<file path="src/rtl/assert_macros.svh">
// ---------------------------------------------------------------------------
// assert_macros.svh
// shared concurrent assertion macros for the i2c register access block
// ---------------------------------------------------------------------------
`ifndef ASSERT_MACROS_SVH
`define ASSERT_MACROS_SVH

// property checked on every rising clk edge outside reset
`define ASSERT_CLK(lbl, prop, msg) \
  lbl: assert property (@(posedge clk) disable iff (rst) (prop)) else $error(msg);

// implication checked on every rising clk edge outside reset
`define ASSERT_IMPL(lbl, ante, cons, msg) \
  lbl: assert property (@(posedge clk) disable iff (rst) (ante) |-> (cons)) else $error(msg);

`endif

</file>
<file path="src/rtl/i2cm_pkg.sv">
// ---------------------------------------------------------------------------
// i2cm_pkg
// types and codes shared by the i2c register access sequencer
// ---------------------------------------------------------------------------
package i2cm_pkg;

  localparam int RECOVERY_PULSES_DEF = 9;

  // commands
  localparam logic [1:0] CMD_TICK  = 2'd0;
  localparam logic [1:0] CMD_WRITE = 2'd1;
  localparam logic [1:0] CMD_READ  = 2'd2;
  localparam logic [1:0] CMD_BURST = 2'd3;

  // status codes
  localparam logic [2:0] ST_OK        = 3'd0;
  localparam logic [2:0] ST_ADDRW_NAK = 3'd1;
  localparam logic [2:0] ST_REG_NAK   = 3'd2;
  localparam logic [2:0] ST_ADDRR_NAK = 3'd3;
  localparam logic [2:0] ST_DATA_NAK  = 3'd4;
  localparam logic [2:0] ST_ZERO_LEN  = 3'd5;

  // sequencer phases
  localparam logic [4:0] PH_IDLE        = 5'd0;
  localparam logic [4:0] PH_START       = 5'd1;
  localparam logic [4:0] PH_TX_ADDRW    = 5'd2;
  localparam logic [4:0] PH_ACK_ADDRW   = 5'd3;
  localparam logic [4:0] PH_TX_REG      = 5'd4;
  localparam logic [4:0] PH_ACK_REG     = 5'd5;
  localparam logic [4:0] PH_TX_DATA     = 5'd6;
  localparam logic [4:0] PH_ACK_DATA    = 5'd7;
  localparam logic [4:0] PH_RSTART      = 5'd8;
  localparam logic [4:0] PH_TX_ADDRR    = 5'd9;
  localparam logic [4:0] PH_ACK_ADDRR   = 5'd10;
  localparam logic [4:0] PH_RX          = 5'd11;
  localparam logic [4:0] PH_TX_ACK      = 5'd12;
  localparam logic [4:0] PH_STOP        = 5'd13;
  localparam logic [4:0] PH_RECOV       = 5'd14;
  localparam logic [4:0] PH_RECOV_START = 5'd15;
  localparam logic [4:0] PH_RECOV_STOP  = 5'd16;

  typedef struct packed {
    logic [1:0] cmd;
    logic [6:0] dev_addr;
    logic [7:0] reg_ptr;
    logic [7:0] wr_data;
    logic [7:0] burst_len;
    logic       final_ack_bit;
    logic       sda_in;
  } i2cm_item_t;

  typedef struct packed {
    logic       scl_out;
    logic       sda_out;
    logic       rx_valid;
    logic [7:0] rx_data;
    logic       rx_last;
    logic       done_res;
    logic [2:0] status;
    logic       busy_res;
  } i2cm_result_t;

endpackage

</file>
<file path="src/rtl/i2cm_seq.sv">
// ---------------------------------------------------------------------------
// i2cm_seq
// bus sequencer state and one-tick next-state logic
// ---------------------------------------------------------------------------
`include "assert_macros.svh"

module i2cm_seq import i2cm_pkg::*; #(
  parameter int RECOVERY_PULSES = RECOVERY_PULSES_DEF
) (
  input  logic         clk,
  input  logic         rst,
  input  logic         step,
  input  i2cm_item_t   item,
  output i2cm_result_t res
);

  logic [4:0] phase, phase_next;
  logic [3:0] bit_count, bit_count_next;
  logic [7:0] shift_reg, shift_reg_next;
  logic [7:0] bytes_left, bytes_left_next;
  logic [3:0] recovery_count, recovery_count_next;
  logic [6:0] held_dev_addr, held_dev_addr_next;
  logic [7:0] held_reg_ptr, held_reg_ptr_next;
  logic [7:0] held_wr_data, held_wr_data_next;
  logic       held_final_ack, held_final_ack_next;
  logic [1:0] held_cmd, held_cmd_next;
  logic [2:0] held_status, held_status_next;
  logic       scl_level, scl_level_next;
  logic       sda_level, sda_level_next;

  always_comb begin
    logic       last;
    logic       ackbit;
    logic [3:0] rc_inc;
    phase_next          = phase;
    bit_count_next      = bit_count;
    shift_reg_next      = shift_reg;
    bytes_left_next     = bytes_left;
    recovery_count_next = recovery_count;
    held_dev_addr_next  = held_dev_addr;
    held_reg_ptr_next   = held_reg_ptr;
    held_wr_data_next   = held_wr_data;
    held_final_ack_next = held_final_ack;
    held_cmd_next       = held_cmd;
    held_status_next    = held_status;
    scl_level_next      = scl_level;
    sda_level_next      = sda_level;
    res                 = '0;
    last                = (held_cmd != CMD_BURST) || (bytes_left <= 8'd1);
    ackbit              = (held_cmd != CMD_BURST) ? held_final_ack : last;
    rc_inc              = recovery_count + 4'd1;

    // command latch on an idle tick
    if (phase == PH_IDLE && item.cmd != CMD_TICK) begin
      held_cmd_next       = item.cmd;
      held_dev_addr_next  = item.dev_addr;
      held_reg_ptr_next   = item.reg_ptr;
      held_wr_data_next   = item.wr_data;
      bytes_left_next     = item.burst_len;
      held_final_ack_next = item.final_ack_bit;
      held_status_next    = ST_OK;
      if (item.cmd == CMD_BURST && item.burst_len == 8'd0) begin
        held_status_next = ST_ZERO_LEN;
        res.done_res     = 1'b1;
        res.status       = ST_ZERO_LEN;
      end else begin
        phase_next     = PH_START;
        bit_count_next = 4'd0;
      end
    end

    case (phase_next)
      PH_START, PH_RSTART, PH_RECOV_START: begin
        if (bit_count_next == 4'd0) begin
          scl_level_next = 1'b1;
          sda_level_next = 1'b1;
          bit_count_next = 4'd1;
        end else begin
          scl_level_next = 1'b1;
          sda_level_next = 1'b0;
          bit_count_next = 4'd0;
          if (phase_next == PH_START) begin
            phase_next     = PH_TX_ADDRW;
            shift_reg_next = {held_dev_addr_next, 1'b0};
          end else if (phase_next == PH_RSTART) begin
            phase_next     = PH_TX_ADDRR;
            shift_reg_next = {held_dev_addr_next, 1'b1};
          end else begin
            phase_next = PH_RECOV_STOP;
          end
        end
      end
      PH_TX_ADDRW, PH_TX_REG, PH_TX_DATA, PH_TX_ADDRR: begin
        scl_level_next = bit_count[0];
        sda_level_next = shift_reg[7];
        if (bit_count[0]) shift_reg_next = {shift_reg[6:0], 1'b0};
        if (bit_count == 4'd15) begin
          bit_count_next = 4'd0;
          phase_next     = phase + 5'd1;
        end else begin
          bit_count_next = bit_count + 4'd1;
        end
      end
      PH_ACK_ADDRW, PH_ACK_REG, PH_ACK_DATA, PH_ACK_ADDRR: begin
        scl_level_next = (bit_count != 4'd0);
        sda_level_next = 1'b1;
        if (bit_count < 4'd2) begin
          bit_count_next = bit_count + 4'd1;
        end else begin
          bit_count_next = 4'd0;
          if (item.sda_in) begin
            // slave nack: go clock the bus free
            phase_next          = PH_RECOV;
            recovery_count_next = 4'd0;
            case (phase)
              PH_ACK_ADDRW: held_status_next = ST_ADDRW_NAK;
              PH_ACK_REG:   held_status_next = ST_REG_NAK;
              PH_ACK_DATA:  held_status_next = ST_DATA_NAK;
              default:      held_status_next = ST_ADDRR_NAK;
            endcase
          end else begin
            case (phase)
              PH_ACK_ADDRW: begin
                phase_next     = PH_TX_REG;
                shift_reg_next = held_reg_ptr;
              end
              PH_ACK_REG: begin
                if (held_cmd == CMD_WRITE) begin
                  phase_next     = PH_TX_DATA;
                  shift_reg_next = held_wr_data;
                end else begin
                  phase_next = PH_RSTART;
                end
              end
              PH_ACK_DATA: phase_next = PH_STOP;
              default: begin
                phase_next     = PH_RX;
                shift_reg_next = 8'd0;
              end
            endcase
          end
        end
      end
      PH_RX: begin
        scl_level_next = bit_count[0];
        sda_level_next = 1'b1;
        if (bit_count[0]) shift_reg_next = {shift_reg[6:0], item.sda_in};
        if (bit_count == 4'd15) begin
          bit_count_next = 4'd0;
          phase_next     = PH_TX_ACK;
        end else begin
          bit_count_next = bit_count + 4'd1;
        end
      end
      PH_TX_ACK: begin
        sda_level_next = ackbit;
        if (bit_count == 4'd0) begin
          scl_level_next = 1'b0;
          bit_count_next = 4'd1;
        end else begin
          scl_level_next = 1'b1;
          bit_count_next = 4'd0;
          res.rx_valid   = 1'b1;
          res.rx_data    = shift_reg;
          res.rx_last    = last;
          if (last) begin
            phase_next = PH_STOP;
          end else begin
            bytes_left_next = bytes_left - 8'd1;
            phase_next      = PH_RX;
            shift_reg_next  = 8'd0;
          end
        end
      end
      PH_STOP, PH_RECOV_STOP: begin
        scl_level_next = 1'b1;
        if (bit_count == 4'd0) begin
          sda_level_next = 1'b0;
          bit_count_next = 4'd1;
        end else begin
          sda_level_next = 1'b1;
          bit_count_next = 4'd0;
          phase_next     = PH_IDLE;
          res.done_res   = 1'b1;
          res.status     = held_status;
        end
      end
      PH_RECOV: begin
        sda_level_next = 1'b1;
        if (bit_count == 4'd0) begin
          scl_level_next = 1'b1;
          bit_count_next = 4'd1;
        end else begin
          scl_level_next      = 1'b0;
          bit_count_next      = 4'd0;
          recovery_count_next = rc_inc;
          if (rc_inc >= 4'(RECOVERY_PULSES) || rc_inc == 4'd0) begin
            recovery_count_next = 4'd0;
            phase_next          = PH_RECOV_START;
          end
        end
      end
      default: phase_next = PH_IDLE;
    endcase

    res.scl_out  = scl_level_next;
    res.sda_out  = sda_level_next;
    res.busy_res = (phase_next != PH_IDLE);
  end

  always_ff @(posedge clk) begin
    if (rst) begin
      phase          <= PH_IDLE;
      bit_count      <= 4'd0;
      shift_reg      <= 8'd0;
      bytes_left     <= 8'd0;
      recovery_count <= 4'd0;
      held_dev_addr  <= 7'd0;
      held_reg_ptr   <= 8'd0;
      held_wr_data   <= 8'd0;
      held_final_ack <= 1'b0;
      held_cmd       <= CMD_TICK;
      held_status    <= ST_OK;
      scl_level      <= 1'b1;
      sda_level      <= 1'b1;
    end else if (step) begin
      phase          <= phase_next;
      bit_count      <= bit_count_next;
      shift_reg      <= shift_reg_next;
      bytes_left     <= bytes_left_next;
      recovery_count <= recovery_count_next;
      held_dev_addr  <= held_dev_addr_next;
      held_reg_ptr   <= held_reg_ptr_next;
      held_wr_data   <= held_wr_data_next;
      held_final_ack <= held_final_ack_next;
      held_cmd       <= held_cmd_next;
      held_status    <= held_status_next;
      scl_level      <= scl_level_next;
      sda_level      <= sda_level_next;
    end
  end

  // phase groups seen by the checks below
  logic in_ack, in_recov, nak_status;
  assign in_ack     = phase inside {PH_ACK_ADDRW, PH_ACK_REG, PH_ACK_DATA, PH_ACK_ADDRR};
  assign in_recov   = phase inside {PH_RECOV, PH_RECOV_START, PH_RECOV_STOP};
  assign nak_status = held_status inside {[ST_ADDRW_NAK:ST_DATA_NAK]};

  // ack phases keep the bit count within 0 to 2
  `ASSERT_IMPL(a_ack_len, in_ack, (bit_count <= 4'd2), "ack phase bit count out of range")
  // recovery only follows a slave nack
  `ASSERT_IMPL(a_recov_status, in_recov, nak_status, "recovery without nack status")
  // recovery pulse count stays below the limit
  `ASSERT_CLK(a_recov_cnt, (recovery_count < 4'(RECOVERY_PULSES)), "recovery count past limit")

endmodule

</file>
<file path="src/rtl/i2c_master_register_access.sv">
// ---------------------------------------------------------------------------
// i2c_master_register_access
// i2c master for register write, single read and burst read, one bus tick
// per item
// ---------------------------------------------------------------------------
//
// channel  | dir | handshake          | payload
// ---------+-----+--------------------+---------------------------------------
// s_       | in  | s_tvalid/s_tready  | s_tdata: command, addresses, sda sample
// m_       | out | m_tvalid/m_tready  | m_tdata: pin levels, rx byte, status;
//          |     |                    | m_tlast: final received byte
//
// one item in, one item out; a new item is taken every cycle unless m_tready stalls the output
// an item passes through the input register, then the sequencer step whose
// result lands in the output register
// the sequencer state loop (phase, bit counter, shift register) feeds its own
// registers directly, so the rate is one item per clock while the output does not stall
// rst is synchronous: sequencer goes idle with both lines released high
// a stall on m_tready holds the output item; an empty input register takes
// one more item, then s_tready drops; nothing is dropped or repeated

`include "assert_macros.svh"

module i2c_master_register_access import i2cm_pkg::*; #(
  parameter int RECOVERY_PULSES = RECOVERY_PULSES_DEF
) (
  input  logic        clk,
  input  logic        rst,
  input  logic        s_tvalid,
  output logic        s_tready,
  // cmd[1:0], dev_addr[8:2], reg_ptr[16:9], wr_data[24:17],
  // burst_len[32:25], final_ack_bit[33], sda_in[34], zero fill above
  input  logic [39:0] s_tdata,
  output logic        m_tvalid,
  input  logic        m_tready,
  // scl_out[0], sda_out[1], rx_valid[2], rx_data[10:3], done_res[11],
  // status[14:12], busy_res[15]
  output logic [15:0] m_tdata,
  output logic        m_tlast
);

  i2cm_item_t   in_item;
  logic         in_valid;
  logic         advance;
  i2cm_result_t step_res;
  i2cm_result_t out_res;
  logic         out_valid;

  // an item moves into the sequencer when the output slot is free or leaving
  assign advance  = in_valid && (!out_valid || m_tready);
  assign s_tready = !in_valid || advance;

  // input register
  always_ff @(posedge clk) begin
    if (rst) begin
      in_valid <= 1'b0;
    end else if (s_tready) begin
      in_valid <= s_tvalid;
    end
  end

  always_ff @(posedge clk) begin
    if (s_tvalid && s_tready) begin
      in_item.cmd           <= s_tdata[1:0];
      in_item.dev_addr      <= s_tdata[8:2];
      in_item.reg_ptr       <= s_tdata[16:9];
      in_item.wr_data       <= s_tdata[24:17];
      in_item.burst_len     <= s_tdata[32:25];
      in_item.final_ack_bit <= s_tdata[33];
      in_item.sda_in        <= s_tdata[34];
    end
  end

  // sequencer: state registers advance once per item
  i2cm_seq #(
    .RECOVERY_PULSES(RECOVERY_PULSES)
  ) u_seq (
    .clk  (clk),
    .rst  (rst),
    .step (advance),
    .item (in_item),
    .res  (step_res)
  );

  // output register
  always_ff @(posedge clk) begin
    if (rst) begin
      out_valid <= 1'b0;
    end else if (advance) begin
      out_valid <= 1'b1;
    end else if (m_tready) begin
      out_valid <= 1'b0;
    end
  end

  always_ff @(posedge clk) begin
    if (advance) begin
      out_res <= step_res;
    end
  end

  assign m_tvalid = out_valid;
  assign m_tlast  = out_res.rx_last;
  assign m_tdata  = {out_res.busy_res, out_res.status, out_res.done_res,
                     out_res.rx_data, out_res.rx_valid, out_res.sda_out,
                     out_res.scl_out};

  // a received byte and a finished transaction never share a tick
  `ASSERT_IMPL(a_rx_done_excl, out_valid, !(out_res.rx_valid && out_res.done_res), "rx on done")
  // the done tick always reports idle
  `ASSERT_IMPL(a_done_idle, (out_valid && out_res.done_res), !out_res.busy_res, "busy on done")
  // a step is only taken with an item in the input register
  `ASSERT_IMPL(a_step_item, advance, $past(s_tready) || in_valid, "step without an item")

endmodule
</file>
<file path="config.mk">
export PLATFORM = sky130hd
export DESIGN_NAME = i2c_master_register_access
export DESIGN_NICKNAME = d
export VERILOG_FILES = /design/src/rtl/i2cm_pkg.sv /design/src/rtl/i2cm_seq.sv /design/src/rtl/i2c_master_register_access.sv
export VERILOG_INCLUDE_DIRS = /design/src /design/src/rtl
export SDC_FILE = /design/constraint.sdc
export NUM_CORES = 1
export LEC_CHECK = 0
export BUFFER_PORTS_ARGS = -buffer_cell sky130_fd_sc_hd__buf_2
export CELL_PAD_IN_SITES_DETAIL_PLACEMENT = 0
export CELL_PAD_IN_SITES_GLOBAL_PLACEMENT = 1
export CORE_MARGIN = 5
export CORE_UTILIZATION = 25
export DETAILED_ROUTE_END_ITERATION = 8
export PLACE_DENSITY = 0.49
export SYNTH_ARGS = -nofsm -noshare
export SYNTH_HDL_FRONTEND = slang
export SYNTH_SLANG_ARGS = --single-unit
</file>
<file path="constraint.sdc">
create_clock -name clk -period 3.1 [get_ports clk]
set_clock_uncertainty 0.1 [all_clocks]
set_input_delay 0.465 -clock clk [delete_from_list [all_inputs] [get_ports clk]]
set_output_delay 0.465 -clock clk [all_outputs]
set_load 0.1 [all_outputs]
</file>
==> impl_metrics.env, run 1 <==
export IMPL_drive_gt1_share_pct=22.1
export IMPL_syn2layout_area_growth_pct=25.2
export IMPL_num_rows=54
export IMPL_die_y_um=159
export IMPL_worst_pin_slew_ns=0.847
export IMPL_peakVddDrop_mv=0.353
export IMPL_syn_inst=603
export IMPL_clk_insertion_delay_late_ns=0.42
export IMPL_grt_pass1_wl_um=26700
export IMPL_outcome="completed"
export IMPL_synth_simple_area_share_pct=20.4
export IMPL_clkSlewWorstSetupHoldPaths_ns=0.06
export IMPL_cp_data_arrival_time_ns=3.10
export IMPL_nNetsFinal=732
export IMPL_initial_core_util_pct=25.5
export IMPL_antenna_found_initial=0
export IMPL_grt_pass1_vias=4839
export IMPL_wire_per_inst_um=17.0
export IMPL_hpwlAfterDp_um=12100
export IMPL_p_total_mw=4.28
export IMPL_synth_mux_area_fraction_pct=1.10
export IMPL_fin_util_pct=31.9
export IMPL_cp_start_kind="flop"
export IMPL_yosysSeqAreaShare_pct=50.2
export IMPL_synth_warnings=0
export IMPL_synth_async_sr_flop_share_pct=0
export IMPL_wl_um=16500
export IMPL_holdWs_ns=0.111
export IMPL_min_path_type="in -> reg"
export IMPL_fin_crit_sh_pct=94.1
export IMPL_nFillCells=2282
export IMPL_rsz0062_at_grt="false"
export IMPL_hold_viol_final=0
export IMPL_io_pins=63
export IMPL_setup_viol=0
export IMPL_antenna_left=0
export IMPL_place_area_um2=6350
export IMPL_cts_buffer_depth=2
export IMPL_synth_top_area_share_pct=28.0
export IMPL_root_buffer="clkbuf_16"
export IMPL_drt_iter0_markers=336
export IMPL_max_freq_mhz=343
export IMPL_slew_violations=0
export IMPL_worstPathRequired_ns=3.28
export IMPL_finalCriticalPeriod_ns=2.92
export IMPL_grt_total_usage_pct=13.1
export IMPL_synth_top_family_by_area="compound AO/OA/AOI/OAI gates"
export IMPL_maxCapViolations=0
export IMPL_holdBufCountCts=0
export IMPL_fin_tns_setup_ns=0
export IMPL_vias_per_cell=4.93
export IMPL_p_leak_nw=2.47
export IMPL_crit_path_end_kind="flop"
export IMPL_overflow=0
export IMPL_coreArea_um2=21900
export IMPL_cts_tree="built"
export IMPL_synthFlopType="dfxtp_1"
export IMPL_synth_cell_types=78
export IMPL_final_area_um2=6980
export IMPL_critPathKind="reg -> reg"
export IMPL_largest_reg_flops=35
export IMPL_synth_top_area_cell="edfxtp_1"
export IMPL_avgSynthCellArea_um2=9.25
export IMPL_drc=0
export IMPL_synth_area_top_cells="edfxtp_1, dfxtp_1, nand2_1, a21oi_1, nor2_1"
export IMPL_place_congestion=0.843
export IMPL_cts_sink_count=114
export IMPL_synth_xor_area_share_pct=0.785
export IMPL_port_buffers=57
export IMPL_synthAdderAreaFrac_pct=2.02
export IMPL_die_area_um2=25400
export IMPL_dr_pass1_iters=5
export IMPL_insertedDiodeCount=0
export IMPL_regMostFlops="in_item"
export IMPL_htreeDepth=4
export IMPL_via_count=4793
export IMPL_crit_fanout=12
export IMPL_grt_max_degree=40
export IMPL_synth_compound_area_share_pct=20.8
export IMPL_die_w_um=159
export IMPL_syn_area_um2=5580
export IMPL_synth_edf_count=52
export IMPL_synth_seq_cells=114
export IMPL_cts_made_buffers=17
export IMPL_relSlewSlack_pct=43.5
export IMPL_p_per_area_nw_per_um2=613
export IMPL_syn_nets=656
-- layout by cell type, fill, tap and decap left out, drive strengths merged, types with 3 or more instances in the layout --
master	netlist	routed
and2	4	4
nand2	96	96
nor3	11	11
o31ai	4	4
xnor2	3	3
and3	4	4
o22ai	11	11
nor3b	4	4
or3	6	6
dfxtp	62	62
a2111oi	9	9
mux2i	5	5
edfxtp	52	52
o311ai	3	3
nor4b	3	3
nor4	9	9
nand3b	5	5
buf	17	98
o21ai	23	23
o21a	4	4
inv	21	27
a21oi	61	61
a211oi	21	21
a311oi	4	4
nand2b	8	8
ha	9	9
nor2	60	60
nand4	4	4
clkinv	1	6
clkbuf	24	18
a22oi	8	8
nand3	10	10
a31oi	4	4
-- synth_stat cells (5+ instances only) --
master,instances
or3_1,5
a211oi_1,19
nand3b_1,5
nand2b_1,7
nor3_1,10
inv_1,20
nand2_1,95
nor2_1,59
nand3_1,10
ha_1,9
edfxtp_1,52
a2111oi_0,7
o22ai_1,10
dfxtp_1,62
nor4_1,8
o21ai_1,6
mux2i_1,5
clkbuf_1,24
a21oi_1,61
buf_2,11
o21ai_0,17
a22oi_1,8
-- final cells by class --
cell class	count	area (um2)	area share, %
repair buffers	98	593	8.49
clock inverters	14	166	2.38
clock buffers	18	450	6.45
inverters	22	83.8	1.20
well taps	280	350	5.02
multi-input cells	426	2540	36.3
flip-flops and latches	114	2800	40.1
-- worst paths after layout --
| check | cells after the start | start | to | slack, ns |
|---|---|---|---|---|
| worst max-delay path | 9 | u_seq.phase[3]$_SDFFE_PP0P_ | u_seq.shift_reg[5]$_SDFFE_PP0P_ | 0.18 |
| worst min-delay path | 1 | s_tdata[26] | in_item[3]$_DFFE_PP_ | 0.11 |
| worst max register to register | 9 | u_seq.phase[3]$_SDFFE_PP0P_ | u_seq.shift_reg[5]$_SDFFE_PP0P_ | 0.18 |
| worst min register to register | 2 | u_seq.held_dev_addr[3]$_SDFFE_PP0P_ | u_seq.held_dev_addr[3]$_SDFFE_PP0P_ | 0.35 |
-- through the flow --
step	std cells	setup slack, ns
floorplan	603	0.181
CTS	972	0.0303
global placement	940	0.162
detailed placement	940	0.0774
finish	972	0.184
global route	972	0.0232
-- worst max-delay path, stage by stage (launching register included) --
cell and delay [ns]:
dfxtp_1 0.64, buf_4 0.24, nor4bb_1 0.07, a21oi_1 0.15, nand3b_1 0.18, a2111oi_2 0.44
o211ai_2 0.30, buf_4 0.25, a2111oi_4 0.32, a211oi_1 0.08
-- power by group --
group          leakage [nW]  internal [mW]  total, mW  switching, mW
registers              1.01           1.65       1.70         0.0432
clock network         0.300           1.25       2.03          0.778
logic                  1.16          0.180      0.554          0.374
-- layer usage --
metal  track usage [%]  routed length, um
met3              2.80                724
met1              17.5               7740
met4              4.50                249
met5                 0                  0
met2              21.1               7810
-- kinds of logic after synthesis --
kind of cell | count (synthesis)
multiplexers | 6
buffers and inverters | 63
AND/OR/NAND/NOR | 235
flip-flops | 114
adder cells (fa/ha/maj) | 9
XOR/XNOR | 5
AO/OA/AOI/OAI | 171
-- timing repair --
item                                    4_1_cts  5_1_grt
buffers inserted                              0        0
endpoints found under the setup margin        0       10
gates resized for setup                       0        5
hold endpoints to repair                      0        0
Note: power is estimated with default switching activity, not from simulation.
==> run 2: changes to the inputs <==
--- a/config.mk
+++ b/config.mk
@@ -12,6 +12,7 @@
 export CORE_MARGIN = 5
 export CORE_UTILIZATION = 25
 export DETAILED_ROUTE_END_ITERATION = 8
+export MAX_ROUTING_LAYER = met4
 export PLACE_DENSITY = 0.49
 export SYNTH_ARGS = -nofsm -noshare
 export SYNTH_HDL_FRONTEND = slang
==> impl_metrics.env, run 2 (synthesis gave the netlist of run 1 again) <==
export IMPL_outcome="completed"
export IMPL_post_cts_resized=0
export IMPL_max_stage_delay_ns=0.63
export IMPL_max_freq_mhz=340
export IMPL_drive_gt1_share_pct=22.1
export IMPL_drc=0
export IMPL_rsz0062_at_grt="false"
export IMPL_min_path_type="in -> reg"
export IMPL_clkSlewWorstSetupHoldPaths_ns=0.06
export IMPL_p_per_area_nw_per_um2=588
export IMPL_cts_made_buffers=17
export IMPL_nNetsFinal=732
export IMPL_root_buffer="clkbuf_16"
export IMPL_hold_viol_final=0
export IMPL_cp_data_arrival_time_ns=3.12
export IMPL_cp_startpoint="u_seq.phase[3]$_SDFFE_PP0P_"
export IMPL_maxCapViolations=0
export IMPL_hpwlAfterDp_um=12300
export IMPL_drt_iter0_markers=275
export IMPL_largest_reg_flops=35
export IMPL_cp_slowest_cell="dfxtp_1"
export IMPL_worst_pin_slew_ns=0.834
export IMPL_grt_total_usage_pct=13.7
export IMPL_dp_cells=940
export IMPL_regMostFlops="in_item"
export IMPL_syn2layout_area_growth_pct=24.5
export IMPL_place_congestion=0.904
export IMPL_grt_max_degree=37
export IMPL_die_w_um=159
export IMPL_critPathTopFamily="compound AO/OA/AOI/OAI gates"
export IMPL_p_leak_nw=2.45
export IMPL_die_area_um2=25400
export IMPL_cp_start_kind="flop"
export IMPL_critPathKind="reg -> reg"
export IMPL_finalCriticalPeriod_ns=2.94
export IMPL_antenna_found_initial=0
export IMPL_io_pins=63
export IMPL_worstPathRequired_ns=3.27
export IMPL_wl_um=16600
export IMPL_via_count=4736
export IMPL_cts_buffer_depth=2
export IMPL_holdBufCountCts=0
export IMPL_layout_common_cells="nand2_1, dfxtp_1, a21oi_1"
export IMPL_ff_latch_area_um2=2800
export IMPL_num_rows=54
export IMPL_worst_path_buf_inv=1
export IMPL_finalNonFillerCells=972
export IMPL_min_from="s_tdata[26]"
export IMPL_crit_path_end_kind="flop"
export IMPL_htreeDepth=4
export IMPL_p_total_mw=4.08
export IMPL_cts_sink_count=114
export IMPL_die_y_um=159
export IMPL_cts_tree="built"
export IMPL_slew_violations=0
export IMPL_crit_fanout=12
export IMPL_wire_per_inst_um=17.0
export IMPL_grt_pass1_wl_um=27000
export IMPL_fin_tns_setup_ns=0
export IMPL_relSlewSlack_pct=44.4
export IMPL_grt_pass1_vias=4939
export IMPL_crit_chain="buf_4 -> nor4bb_1 -> a21oi_1 -> nand3b_1 -> a2111oi_2 -> o211ai_2 -> a2111oi_0 -> a211oi_1"
export IMPL_coreArea_um2=21900
export IMPL_overflow=0
export IMPL_layout_commonest_cell="nand2_1"
export IMPL_peakVddDrop_mv=0.367
export IMPL_setup_viol=0
export IMPL_antenna_left=0
export IMPL_clk_insertion_delay_late_ns=0.42
export IMPL_dr_pass1_iters=5
export IMPL_worstReg2RegStart="u_seq.phase[3]$_SDFFE_PP0P_"
export IMPL_nFillCells=2338
export IMPL_initial_core_util_pct=25.5
export IMPL_cts_setup_buffers=0
export IMPL_vias_per_cell=4.87
export IMPL_port_buffers=57
export IMPL_insertedDiodeCount=0
export IMPL_multiInputGateArea_um2=2540
export IMPL_fin_crit_sh_pct=94.9
[run 2: changes by cell type in the layout (fill, tap and decap cells not counted), sizes merged]
cell,before,now
bufinv,2,0
clkinv,6,4
clkinvlp,1,2
inv,27,30
[run 2: cell type report]
class                      instances  share of cell area, %
clock buffer                      18                   6.32
clock inverter                    14                   1.69
inverter                          22                   1.21
multi-input combinational        426                   36.5
sequential                       114                   40.3
tap                              280                   5.04
timing repair buffer              98                   8.90
[run 2: metal layers]
| metal | global-route usage (%) | up-vias | wire length, um |
|---|---|---|---|
| met1 | 17.6 | 2241 | 7670 |
| met3 | 2.85 | 20 | 697 |
| li1 | - | 2367 | - |
| met4 | 5.27 | 0 | 301 |
| met2 | 21.2 | 108 | 7900 |
| met5 | - | - | 0 |
[run 2: stage by stage]
step	setup slack, ns	instance area (um2)	hold WS [ns]	utilization, %
after floorplan	0.181	5580	0.336	-
final	0.157	6950	0.114	31.7
after CTS	0.0113	6930	0.0879	31.7
after global placement	0.00257	6370	0.343	29.1
after detailed placement	0.0631	6370	0.350	29.1
after global routing	0.00882	6950	0.0902	31.7
[run 2: where the power goes]
part | switching [mW] | internal (mW)
Clock | 0.762 | 1.07
Sequential | 0.0427 | 1.65
Combinational | 0.375 | 0.184
[run 2: worst register-to-register path, cell delays in order (launching register included)]
cell	delay, ns
dfxtp_1	0.63
buf_4	0.26
nor4bb_1	0.09
a21oi_1	0.14
nand3b_1	0.17
a2111oi_2	0.42
o211ai_2	0.34
a2111oi_0	0.53
a211oi_1	0.10
[run 2: path summary, 6_finish.rpt]
check	end	slack, ns	depth (start not counted)
hold reg to reg	u_seq.held_dev_addr[2]$_SDFFE_PP0P_	0.36	2
setup / recovery	u_seq.shift_reg[1]$_SDFFE_PP0P_	0.16	8
setup reg to reg	u_seq.shift_reg[1]$_SDFFE_PP0P_	0.16	8
hold / removal	in_item[3]$_DFFE_PP_	0.11	1
